===== src/rtl/dataflow_issue_window_defines.svh =====
// Assertion macros used by the issue window top level.
`ifndef DATAFLOW_ISSUE_WINDOW_DEFINES_SVH
`define DATAFLOW_ISSUE_WINDOW_DEFINES_SVH

`ifndef SYNTH

`define DFIW_ASSERT(label, clk_s, rstn_s, prop) \
  label: assert property (@(posedge clk_s) disable iff (!rstn_s) prop) \
    else $error("issue window check failed");

`define DFIW_ASSERT_NEVER(label, clk_s, rstn_s, expr) \
  label: assert property (@(posedge clk_s) disable iff (!rstn_s) !(expr)) \
    else $error("issue window forbidden condition");

`else

`define DFIW_ASSERT(label, clk_s, rstn_s, prop)

`define DFIW_ASSERT_NEVER(label, clk_s, rstn_s, expr)

`endif

`endif


===== src/rtl/dfiw_pkg.sv =====
// Types, constants and helper functions of the issue window.
package dfiw_pkg;

  localparam int WINDOW_DEPTH = 16;
  localparam int SLOT_W       = $clog2(WINDOW_DEPTH);
  localparam int CNT_W        = $clog2(WINDOW_DEPTH + 1);
  localparam int REG_W        = 8;
  localparam int LAT_W        = 8;
  localparam int TICK_W       = 32;
  localparam int LIMIT_W      = 5;
  localparam logic [LIMIT_W-1:0] LIMIT_RESET = 5'd16;

  localparam logic OP_INSERT = 1'b0;
  localparam logic OP_TICK   = 1'b1;

  typedef struct packed {
    logic             operation;
    logic [REG_W-1:0] dest_reg;
    logic [REG_W-1:0] src_a_reg;
    logic [REG_W-1:0] src_b_reg;
    logic [LAT_W-1:0] exec_latency;
  } item_t;

  typedef struct packed {
    logic              accepted;
    logic [CNT_W-1:0]  retired_count;
    logic [CNT_W-1:0]  occupancy;
    logic [TICK_W-1:0] tick_count;
  } result_t;

  typedef struct packed {
    logic item_vld;
    logic fire;
  } flow_t;

  function automatic logic [SLOT_W-1:0] onehot_to_idx(input logic [WINDOW_DEPTH-1:0] oh);
    logic [SLOT_W-1:0] idx;
    idx = '0;
    for (int i = 0; i < WINDOW_DEPTH; i++) begin
      if (oh[i]) begin
        idx = idx | SLOT_W'(i);
      end
    end
    return idx;
  endfunction

  function automatic logic [CNT_W-1:0] pop_count(input logic [WINDOW_DEPTH-1:0] vec);
    logic [CNT_W-1:0] n;
    n = '0;
    for (int i = 0; i < WINDOW_DEPTH; i++) begin
      n = n + CNT_W'(vec[i]);
    end
    return n;
  endfunction

endpackage


===== src/rtl/dfiw_in_stage.sv =====
// Input register that holds one item until the window processes it.
module dfiw_in_stage (
  input  logic               clk,
  input  logic               rst_n,
  input  logic               in_valid,
  output logic               in_stall,
  input  dfiw_pkg::item_t    in_item,
  input  logic               fire,
  output logic               item_vld,
  output dfiw_pkg::item_t    item
);

  logic            vld_r, vld_nxt;
  dfiw_pkg::item_t item_r, item_nxt;
  logic            accept;

  assign in_stall = vld_r & ~fire;
  assign accept   = in_valid & ~in_stall;

  always_comb begin
    vld_nxt  = vld_r;
    item_nxt = item_r;
    if (accept) begin
      vld_nxt  = 1'b1;
      item_nxt = in_item;
    end else if (fire) begin
      vld_nxt = 1'b0;
    end
  end

  always_ff @(posedge clk) begin
    if (!rst_n) begin
      vld_r <= 1'b0;
    end else begin
      vld_r <= vld_nxt;
    end
  end

  always_ff @(posedge clk) begin
    item_r <= item_nxt;
  end

  assign item_vld = vld_r;
  assign item     = item_r;

endmodule


===== src/rtl/dfiw_window.sv =====
// Entry file with producer lookup, wakeup, countdown and retirement.
module dfiw_window (
  input  logic                            clk,
  input  logic                            rst_n,
  input  logic                            cfg_wr_en,
  input  logic [dfiw_pkg::LIMIT_W-1:0]    cfg_wr_data,
  input  logic                            fire,
  input  dfiw_pkg::item_t                 item,
  output dfiw_pkg::result_t               result
);

  localparam int D = dfiw_pkg::WINDOW_DEPTH;

  logic [dfiw_pkg::LIMIT_W-1:0] limit_r;
  logic [dfiw_pkg::CNT_W-1:0]   occ_r, occ_nxt;
  logic [dfiw_pkg::TICK_W-1:0]  ticks_r, ticks_nxt;
  logic [D-1:0]                 valid_r, valid_nxt;
  logic [D-1:0]                 wa_r, wa_nxt, wb_r, wb_nxt;
  logic [dfiw_pkg::REG_W-1:0]   dest_r [D];
  logic [dfiw_pkg::REG_W-1:0]   dest_nxt [D];
  logic [dfiw_pkg::LAT_W-1:0]   rem_r [D];
  logic [dfiw_pkg::LAT_W-1:0]   rem_nxt [D];
  logic [dfiw_pkg::SLOT_W-1:0]  wa_slot_r [D];
  logic [dfiw_pkg::SLOT_W-1:0]  wa_slot_nxt [D];
  logic [dfiw_pkg::SLOT_W-1:0]  wb_slot_r [D];
  logic [dfiw_pkg::SLOT_W-1:0]  wb_slot_nxt [D];
  // A set bit at row i, column j means entry i was inserted before entry j.
  logic [D-1:0]                 older_r [D];
  logic [D-1:0]                 older_nxt [D];

  logic [dfiw_pkg::CNT_W-1:0]   limit;
  logic                         is_tick, ins_ok;
  logic [D-1:0]                 free_vec, free_oh;
  logic [dfiw_pkg::SLOT_W-1:0]  free_idx;
  logic [D-1:0]                 match_a, match_b, young_a, young_b;
  logic [dfiw_pkg::SLOT_W-1:0]  prod_a, prod_b;
  logic [D-1:0]                 ready, retire, valid_after;
  logic [dfiw_pkg::CNT_W-1:0]   retired_cnt;

  assign limit = (limit_r > dfiw_pkg::CNT_W'(D)) ? dfiw_pkg::CNT_W'(D) : limit_r;
  assign is_tick = (item.operation == dfiw_pkg::OP_TICK);
  assign ins_ok  = !is_tick && (occ_r < limit);

  assign free_vec = ~valid_r;
  assign free_oh  = free_vec & (~free_vec + D'(1));
  assign free_idx = dfiw_pkg::onehot_to_idx(free_oh);

  always_comb begin
    for (int i = 0; i < D; i++) begin
      match_a[i] = valid_r[i] && (dest_r[i] == item.src_a_reg);
      match_b[i] = valid_r[i] && (dest_r[i] == item.src_b_reg);
    end
    for (int i = 0; i < D; i++) begin
      young_a[i] = match_a[i] && !(|(match_a & older_r[i]));
      young_b[i] = match_b[i] && !(|(match_b & older_r[i]));
    end
  end

  assign prod_a = dfiw_pkg::onehot_to_idx(young_a);
  assign prod_b = dfiw_pkg::onehot_to_idx(young_b);

  always_comb begin
    for (int i = 0; i < D; i++) begin
      ready[i]  = valid_r[i] && !wa_r[i] && !wb_r[i];
      retire[i] = ready[i] && (rem_r[i] <= dfiw_pkg::LAT_W'(1));
    end
  end

  assign valid_after = valid_r & ~retire;
  assign retired_cnt = dfiw_pkg::pop_count(retire);

  always_comb begin
    valid_nxt = valid_r;
    wa_nxt    = wa_r;
    wb_nxt    = wb_r;
    occ_nxt   = occ_r;
    ticks_nxt = ticks_r;
    for (int i = 0; i < D; i++) begin
      dest_nxt[i]    = dest_r[i];
      rem_nxt[i]     = rem_r[i];
      wa_slot_nxt[i] = wa_slot_r[i];
      wb_slot_nxt[i] = wb_slot_r[i];
      older_nxt[i]   = older_r[i];
    end
    if (fire) begin
      if (is_tick) begin
        ticks_nxt = ticks_r + dfiw_pkg::TICK_W'(1);
        occ_nxt   = occ_r - retired_cnt;
        valid_nxt = valid_after;
        for (int i = 0; i < D; i++) begin
          if (ready[i] && !retire[i]) begin
            rem_nxt[i] = rem_r[i] - dfiw_pkg::LAT_W'(1);
          end
          if (valid_after[i]) begin
            wa_nxt[i] = wa_r[i] && valid_after[wa_slot_r[i]];
            wb_nxt[i] = wb_r[i] && valid_after[wb_slot_r[i]];
          end
        end
      end else if (ins_ok) begin
        occ_nxt             = occ_r + dfiw_pkg::CNT_W'(1);
        valid_nxt[free_idx] = 1'b1;
        wa_nxt[free_idx]    = |match_a;
        wb_nxt[free_idx]    = |match_b;
        dest_nxt[free_idx]    = item.dest_reg;
        rem_nxt[free_idx]     = item.exec_latency;
        wa_slot_nxt[free_idx] = prod_a;
        wb_slot_nxt[free_idx] = prod_b;
        for (int k = 0; k < D; k++) begin
          older_nxt[k][free_idx] = (k != int'(free_idx));
        end
        older_nxt[free_idx] = '0;
      end
    end
  end

  always_comb begin
    result.accepted      = ins_ok;
    result.retired_count = is_tick ? retired_cnt : '0;
    result.occupancy     = occ_nxt;
    result.tick_count    = is_tick ? (ticks_r + dfiw_pkg::TICK_W'(1)) : ticks_r;
  end

  always_ff @(posedge clk) begin
    if (!rst_n) begin
      limit_r <= dfiw_pkg::LIMIT_RESET;
      occ_r   <= '0;
      ticks_r <= '0;
      valid_r <= '0;
      wa_r    <= '0;
      wb_r    <= '0;
    end else begin
      if (cfg_wr_en) begin
        limit_r <= cfg_wr_data;
      end
      occ_r   <= occ_nxt;
      ticks_r <= ticks_nxt;
      valid_r <= valid_nxt;
      wa_r    <= wa_nxt;
      wb_r    <= wb_nxt;
    end
  end

  always_ff @(posedge clk) begin
    for (int i = 0; i < D; i++) begin
      dest_r[i]    <= dest_nxt[i];
      rem_r[i]     <= rem_nxt[i];
      wa_slot_r[i] <= wa_slot_nxt[i];
      wb_slot_r[i] <= wb_slot_nxt[i];
      older_r[i]   <= older_nxt[i];
    end
  end

endmodule


===== src/rtl/dfiw_out_stage.sv =====
// Result register that holds one result item until the receiver takes it.
module dfiw_out_stage (
  input  logic                clk,
  input  logic                rst_n,
  input  logic                item_vld,
  output dfiw_pkg::flow_t     flow,
  input  dfiw_pkg::result_t   result,
  output logic                out_valid,
  input  logic                out_stall,
  output dfiw_pkg::result_t   out_result
);

  logic              vld_r, vld_nxt;
  dfiw_pkg::result_t res_r, res_nxt;
  logic              load_ok;

  assign load_ok       = ~vld_r | ~out_stall;
  assign flow.item_vld = item_vld;
  assign flow.fire     = item_vld & load_ok;

  always_comb begin
    vld_nxt = vld_r & out_stall;
    res_nxt = res_r;
    if (flow.fire) begin
      vld_nxt = 1'b1;
      res_nxt = result;
    end
  end

  always_ff @(posedge clk) begin
    if (!rst_n) begin
      vld_r <= 1'b0;
    end else begin
      vld_r <= vld_nxt;
    end
  end

  always_ff @(posedge clk) begin
    res_r <= res_nxt;
  end

  assign out_valid  = vld_r;
  assign out_result = res_r;

endmodule


===== src/rtl/dataflow_issue_window.sv =====
// Top level of the out-of-order issue window with dataflow wakeup.
//
//   channel   direction   handshake              payload
//   in_       in          in_valid / in_stall    operation, regs, latency
//   out_      out         out_valid / out_stall  accepted, retired, occupancy, ticks
//   cfg_      in          cfg_wr_en              cfg_wr_data (window limit)
//
// Each item is held in the input register and is resolved against the entry
// file in the cycle that loads the result register, so one item per cycle is
// sustained while the result side does not stall.
// Reset is synchronous and active low; it empties the window and clears ticks.
// A stall on the result side holds the result register and then the input register.
`include "dataflow_issue_window_defines.svh"

module dataflow_issue_window (
  input  logic                            clk,
  input  logic                            rst_n,
  input  logic                            cfg_wr_en,
  input  logic [dfiw_pkg::LIMIT_W-1:0]    cfg_wr_data,
  input  logic                            in_valid,
  output logic                            in_stall,
  input  logic                            in_operation,
  input  logic [dfiw_pkg::REG_W-1:0]      in_dest_reg,
  input  logic [dfiw_pkg::REG_W-1:0]      in_src_a_reg,
  input  logic [dfiw_pkg::REG_W-1:0]      in_src_b_reg,
  input  logic [dfiw_pkg::LAT_W-1:0]      in_exec_latency,
  output logic                            out_valid,
  input  logic                            out_stall,
  output logic                            out_accepted,
  output logic [dfiw_pkg::CNT_W-1:0]      out_retired_count,
  output logic [dfiw_pkg::CNT_W-1:0]      out_occupancy,
  output logic [dfiw_pkg::TICK_W-1:0]     out_tick_count
);

  dfiw_pkg::item_t   in_item, item;
  dfiw_pkg::result_t result, out_result;
  dfiw_pkg::flow_t   flow;
  logic              item_vld;

  assign in_item.operation    = in_operation;
  assign in_item.dest_reg     = in_dest_reg;
  assign in_item.src_a_reg    = in_src_a_reg;
  assign in_item.src_b_reg    = in_src_b_reg;
  assign in_item.exec_latency = in_exec_latency;

  dfiw_in_stage u_in_stage (
    .clk      (clk),
    .rst_n    (rst_n),
    .in_valid (in_valid),
    .in_stall (in_stall),
    .in_item  (in_item),
    .fire     (flow.fire),
    .item_vld (item_vld),
    .item     (item)
  );

  dfiw_window u_window (
    .clk         (clk),
    .rst_n       (rst_n),
    .cfg_wr_en   (cfg_wr_en),
    .cfg_wr_data (cfg_wr_data),
    .fire        (flow.fire),
    .item        (item),
    .result      (result)
  );

  dfiw_out_stage u_out_stage (
    .clk        (clk),
    .rst_n      (rst_n),
    .item_vld   (item_vld),
    .flow       (flow),
    .result     (result),
    .out_valid  (out_valid),
    .out_stall  (out_stall),
    .out_result (out_result)
  );

  assign out_accepted      = out_result.accepted;
  assign out_retired_count = out_result.retired_count;
  assign out_occupancy     = out_result.occupancy;
  assign out_tick_count    = out_result.tick_count;

  `DFIW_ASSERT(a_occ_bound, clk, rst_n, out_valid |-> (out_occupancy <= dfiw_pkg::CNT_W'(dfiw_pkg::WINDOW_DEPTH)))
  `DFIW_ASSERT(a_insert_no_retire, clk, rst_n, (out_valid && out_accepted) |-> (out_retired_count == '0))
  `DFIW_ASSERT(a_fire_to_result, clk, rst_n, flow.fire |=> out_valid)
  `DFIW_ASSERT_NEVER(a_stall_when_empty, clk, rst_n, in_stall && !flow.item_vld)

endmodule


===== config.mk =====
export PLATFORM = sky130hd
export DESIGN_NAME = dataflow_issue_window
export DESIGN_NICKNAME = d
export VERILOG_FILES = /design/src/rtl/dfiw_pkg.sv /design/src/rtl/dfiw_in_stage.sv /design/src/rtl/dfiw_window.sv /design/src/rtl/dfiw_out_stage.sv /design/src/rtl/dataflow_issue_window.sv
export VERILOG_INCLUDE_DIRS = /design/src /design/src/rtl
export SDC_FILE = /design/constraint.sdc
export NUM_CORES = 2
export LEC_CHECK = 0
export BUFFER_PORTS_ARGS = -buffer_cell sky130_fd_sc_hd__buf_2
export CELL_PAD_IN_SITES_DETAIL_PLACEMENT = 0
export CELL_PAD_IN_SITES_GLOBAL_PLACEMENT = 1
export CORE_UTILIZATION = 36
export DETAILED_ROUTE_END_ITERATION = 6
export PLACE_DENSITY_LB_ADDON = 0.1
export REMOVE_ABC_BUFFERS = 1
export SYNTH_ARGS = -nofsm -noshare
export SYNTH_HDL_FRONTEND = slang
export SYNTH_HIERARCHICAL = 1
export SYNTH_SLANG_ARGS = --single-unit

===== constraint.sdc =====
create_clock -name clk -period 25.5 [get_ports clk]
set_clock_uncertainty 0.05 [all_clocks]
set_input_delay 0 -clock clk [delete_from_list [all_inputs] [get_ports clk]]
set_output_delay 0 -clock clk [all_outputs]
set_load 0.01 [all_outputs]

Word level (Yosys, flattened, before mapping)
Memory sizes are Yosys's and may differ from the RTL's.
Index checks and enable logic that the tools add are counted.
{"block": "word_totals", "reg_bits": 168, "mem_bits_rw": 640, "input_bits": 43, "output_inout_bits": 45, "n_memories": 5}
{"name": "u_window.older_r", "words": 16, "width": 16, "read_ports": 16, "rd_ports_with_merged_regs": 0, "wr": 16, "line_no": "dfiw_window.sv:28", "source": "logic [D-1:0] older_r [D];"}
{"name": "u_window.dest_r", "words": 16, "width": 8, "read_ports": 16, "rd_ports_with_merged_regs": 0, "wr": 16, "line_no": "dfiw_window.sv:19", "source": "logic [dfiw_pkg::REG_W-1:0] dest_r [D];"}
{"name": "u_window.rem_r", "words": 16, "width": 8, "read_ports": 16, "rd_ports_with_merged_regs": 0, "wr": 16, "line_no": "dfiw_window.sv:21", "source": "logic [dfiw_pkg::LAT_W-1:0] rem_r [D];"}
{"name": "u_window.wa_slot_r", "words": 16, "width": 4, "read_ports": 16, "rd_ports_with_merged_regs": 0, "wr": 16, "line_no": "dfiw_window.sv:23", "source": "logic [dfiw_pkg::SLOT_W-1:0] wa_slot_r [D];"}
{"name": "u_window.wb_slot_r", "words": 16, "width": 4, "read_ports": 16, "rd_ports_with_merged_regs": 0, "wr": 16, "line_no": "dfiw_window.sv:25", "source": "logic [dfiw_pkg::SLOT_W-1:0] wb_slot_r [D];"}
{"block": "classes", "n_addsub": 35, "n_lt_le_gt_ge": 54, "eq_ne": 63, "n_mux": 216, "n_bitwise": 48, "reduce_logical": 292}
{"cell": "2-to-1 mux 128 bit", "count": 6}
{"cell": "2-to-1 mux 256 bit", "count": 3}
{"cell": "bitwise AND 16 bit", "count": 32}
{"cell": "OR reduction 16 bit", "count": 32}
{"cell": "2-to-1 mux 64 bit", "count": 6}
{"cell": "bitwise mux 16 bit", "count": 18}
{"cell": "bitwise AND 256 bit", "count": 1}
{"cell": "bitwise mux 128 bit", "count": 2}
{"cell": "== test 8 bit", "count": 32}
{"cell": "NOT 256 bit", "count": 1}
{"cell": "< comparator 4 x 5 -> 1 bit (second input constant)", "count": 33}
{"cell": "logical AND 1 bit", "count": 161}
{"cell": "2-to-1 mux 8 bit", "count": 17}
{"cell": "binary-select mux 1 bit (select 4 bit)", "count": 32}
{"cell": "bitwise mux 64 bit", "count": 2}
{"cell": "<= comparator 8 x 1 -> 1 bit (second input constant)", "count": 16}
{"cell": "subtractor 8 x 1 -> 8 bit (second input constant)", "count": 16}
{"cell": "2-to-1 mux 16 bit", "count": 7}
{"cell": "2-to-1 mux 4 bit", "count": 25}
{"cell": "zero test 1 bit", "count": 79}
{"cell": "2-to-1 mux 1 bit", "count": 71}
{"cell": "adder 5 x 1 -> 5 bit", "count": 14}
{"cell": "demux 16 bit (select 4 bit)", "count": 1}
{"cell": "NOT 16 bit", "count": 3}
{"cell": "31 further kinds", "count": 98}

Longest topological paths before layout
{"block": "logic_depth", "word_depth": 29, "depth_mapped": 23}

Hierarchy
The synthesis kept the hierarchy.
{"module": "dfiw_window", "instances": 1, "cells_per_inst": 3798, "area_each_um2": 40595.2, "seq_area_each_um2": 20539.7}
{"module": "dfiw_out_stage", "instances": 1, "cells_per_inst": 48, "area_each_um2": 1337.5, "seq_area_each_um2": 1311.3}
{"module": "dfiw_in_stage", "instances": 1, "cells_per_inst": 37, "area_each_um2": 1038.5, "seq_area_each_um2": 1011.0}

Worst setup path before layout
Ideal clock, no wire load.
{"block": "synth_path", "kind": "flip-flop to flip-flop", "startpoint": "register, netlist name u_in_stage/item_vld", "endpoint": "memory u_window/older_r[0][100] in the netlist's numbering, enable pin", "setup_time_ps": 498, "arrival_ps": 7928, "t_required_ps": 24952, "slack_ps": 17024, "path_stages_with_launch": 7, "n_path_buf": 1, "period_less_slack_ps": 8476, "path_cell_list": "dfxtp_1 -> a21boi_0 -> inv_1 -> a21oi_2 -> nand2_1 -> clkinv_1 -> buf_2"}
{"item": "end, declared", "line_no": "dfiw_window.sv:28"}

==> key figures <==
Run status
  – Status: complete, no violations

STA
  – Final hold vios: 0
  – Post-layout min period: 6.411 ns
  – Worst rel slew slack: 18.19%
  – Final setup vio count: 0
  – Slew of the pin with the lowest slew margin: 1.226 ns
  – Setup_tns: 0 ns
  – Slew Viols, Final: 0
  – Hold slack: 0.1477 ns
  – Period utilization: 25.14%
  – RSZ-0062 raised after global routing: no
  – Max frequency: 156.0 MHz

Worst setup path
  – Crit end category: register
  – FF-to-FF setup slack: 19.09 ns
  – CP startpoint: u_window/rem_r[0][11]
  – Setup crit start kind: register
  – Setup CP Type: register to register
  – Critical path arrival: 6.93 ns
  – Critical path peak fanout: 5
  – Required time of the critical path: 26.02 ns
  – End of the critical path: u_window/occ_r[4]
  – Reg2reg end: u_window/occ_r[4]
  – Cell depth of the worst flop-to-flop path: 19
  – Worst R2R Start: u_window/rem_r[0][11]

Floorplanning
  – I/O pins: 88
  – Initial Utilization: 36.34%
  – Die height: 347.5 µm
  – Full die area: 0.1207 mm²
  – Core area: 0.1182 mm²
  – # rows: 126
  – Die Wd: 347.5 µm

Pwr
  – Maximum VDD drop: 0.00005458 V
  – P_leak: 0.01567 µW
  – PwrDens: 60.88 mW/mm²

Clock network
  – Post-CTS setup buffer count: 0
  – Clock sinks: 792
  – CTS tree: yes
  – Clk slew on worst S/H paths: 0.06 ns
  – Clock Path Buffers: 3
  – Clk_lat worst skew: 0.69 ns
  – H-tree Lvls: 3
  – Clock root buffer: clkbuf_16
  – Num CTS Buffers: 97

Finish
  – P&R area growth vs syn: 15.06%
  – Final net count: 4,096
  – Most common cell after layout, fill and taps aside: edfxtp_1
  – Most frequent cells in the layout: 700 x edfxtp_1, 631 x nor2_1, 245 x xor2_1
  – Final Cell Area: 0.04943 mm²
  – Layout cells sized above 1: 13.33%
  – Post-layout util: 41.81%

Global route
  – All-Layer GR Usage: 27.16%
  – First-pass GRT wire length: 235,900 µm
  – Vias in the first global route: 31,760
  – Initial antenna violation count: 4
  – Grt total ovfl: 0
  – Largest net degree at the start of global routing: 106

Yosys
  – Synth warn: 6
  – Mapped Area: 0.04296 mm²
  – Gate count after technology mapping: 3,882
  – Synth Area per Inst: 11.07 µm²

Drt
  – DR iter-0 viols: 3,896
  – Routed vias: 33,190
  – DRT Wirelength: 167,000 µm
  – Routed WL per cell: 29.76 µm
  – DRT antenna net count: 0
  – Initial DRT Pass Iterations: 5
  – Via density: 5.915
  – Drt drc: 0

Hold path
  – Worst hold path type: input port to register

Placed design
  – Placed Instance Area: 0.04533 mm²
  – Post-DP HPWL: 101,700 µm
  – Port buffer count: 87
  – Placer Congestion: 0.8723

Run
  – Max-cap violation count: 0
-- power by group --
group / switching (µW) / internal (µW) / total (µW)
clock: 587 / 838 / 1420
combinational: 101 / 48.6 / 149
sequential: 13.9 / 1420 / 1440
-- critical path, cell delays in order (launching register included) --
cell      delay (ns)
edfxtp_1        0.44
or4_1           0.58
or4_4           0.54
or2_2           0.37
fa_1            0.50
fa_1            0.52
fa_1            0.52
fa_1            0.55
inv_1           0.04
ha_1            0.21
fa_1            0.40
xnor2_1         0.24
ha_1            0.30
a21o_1          0.19
a21oi_1         0.16
xnor2_1         0.14
nor2_1          0.06
o21ai_0         0.21
xnor2_1         0.10
and2_1          0.15
-- how the worst min path moves through the flow --
stage | start | end | slack (ns) | cells after the start
after floorplan | rst_n | u_window/limit_r[4] | 0.05 | 1
after global placement | in_exec_latency[7] | u_in_stage/item[7] | 0.13 | 1
after detailed placement | in_src_a_reg[2] | u_in_stage/item[18] | 0.13 | 1
after CTS | cfg_wr_en | u_window/limit_r[4] | 0.1 | 3
after global routing | cfg_wr_en | u_window/limit_r[4] | 0.16 | 3
final | cfg_wr_en | u_window/limit_r[4] | 0.15 | 3
-- registers in the layout, indices dropped and copies added, names as in the netlist, 16 cells and up --
| signal | flops |
|---|---|
| u_window/wb_r | 16 |
| u_window/dest_r | 128 |
| u_window/valid_r | 16 |
| u_window/wb_slot_r | 64 |
| u_window/rem_r | 128 |
| u_in_stage/item | 33 |
| u_window/older_r | 240 |
| u_window/wa_r | 16 |
| u_window/ticks_r | 32 |
| u_window/wa_slot_r | 64 |
| u_out_stage/out_result | 43 |
-- repair_timing --
| action | 4_1_cts | 5_1_grt |
|---|---|---|
| hold buffers | 87 | 0 |
| endpoints found under the hold margin | 85 | 0 |
| gates resized for setup | 0 | 0 |
-- through the flow --
step | setup WS, ns | power (µW) | instances
after detailed placement | 19.08 | 1602 | 5345
after global routing | 18.82 | 3095 | 5610
after CTS | 19.07 | 3038 | 5610
final | 19.09 | 3009 | 5611
after global placement | 19.07 | 1602 | 5345
after floorplan | 13.06 | 1538 | 3598
-- area by class of cell --
| class | instances | area (µm²) |
|---|---|---|
| Sequential cell | 792 | 22860 |
| Fill cell | 11350 | 68810 |
| Timing Repair Buffer | 298 | 2250 |
| Clock buffer | 122 | 2656 |
| Clock inverter | 56 | 576.8 |
| Inverter | 118 | 455.4 |
| Antenna cell | 1 | 2.502 |
| Tap cell | 1536 | 1922 |
| Multi-Input combinational cell | 2688 | 18710 |
-- metal layers --
layer	vias up	track usage (%)	part of all wire (%)
met5	-	0	0.019
met4	4	9.116	3.2
met3	268	6.364	8.8
met2	1479	40.29	43
met1	16730	38.80	45
li1	14710	-	-
Note: power is estimated with default switching activity, not from simulation.
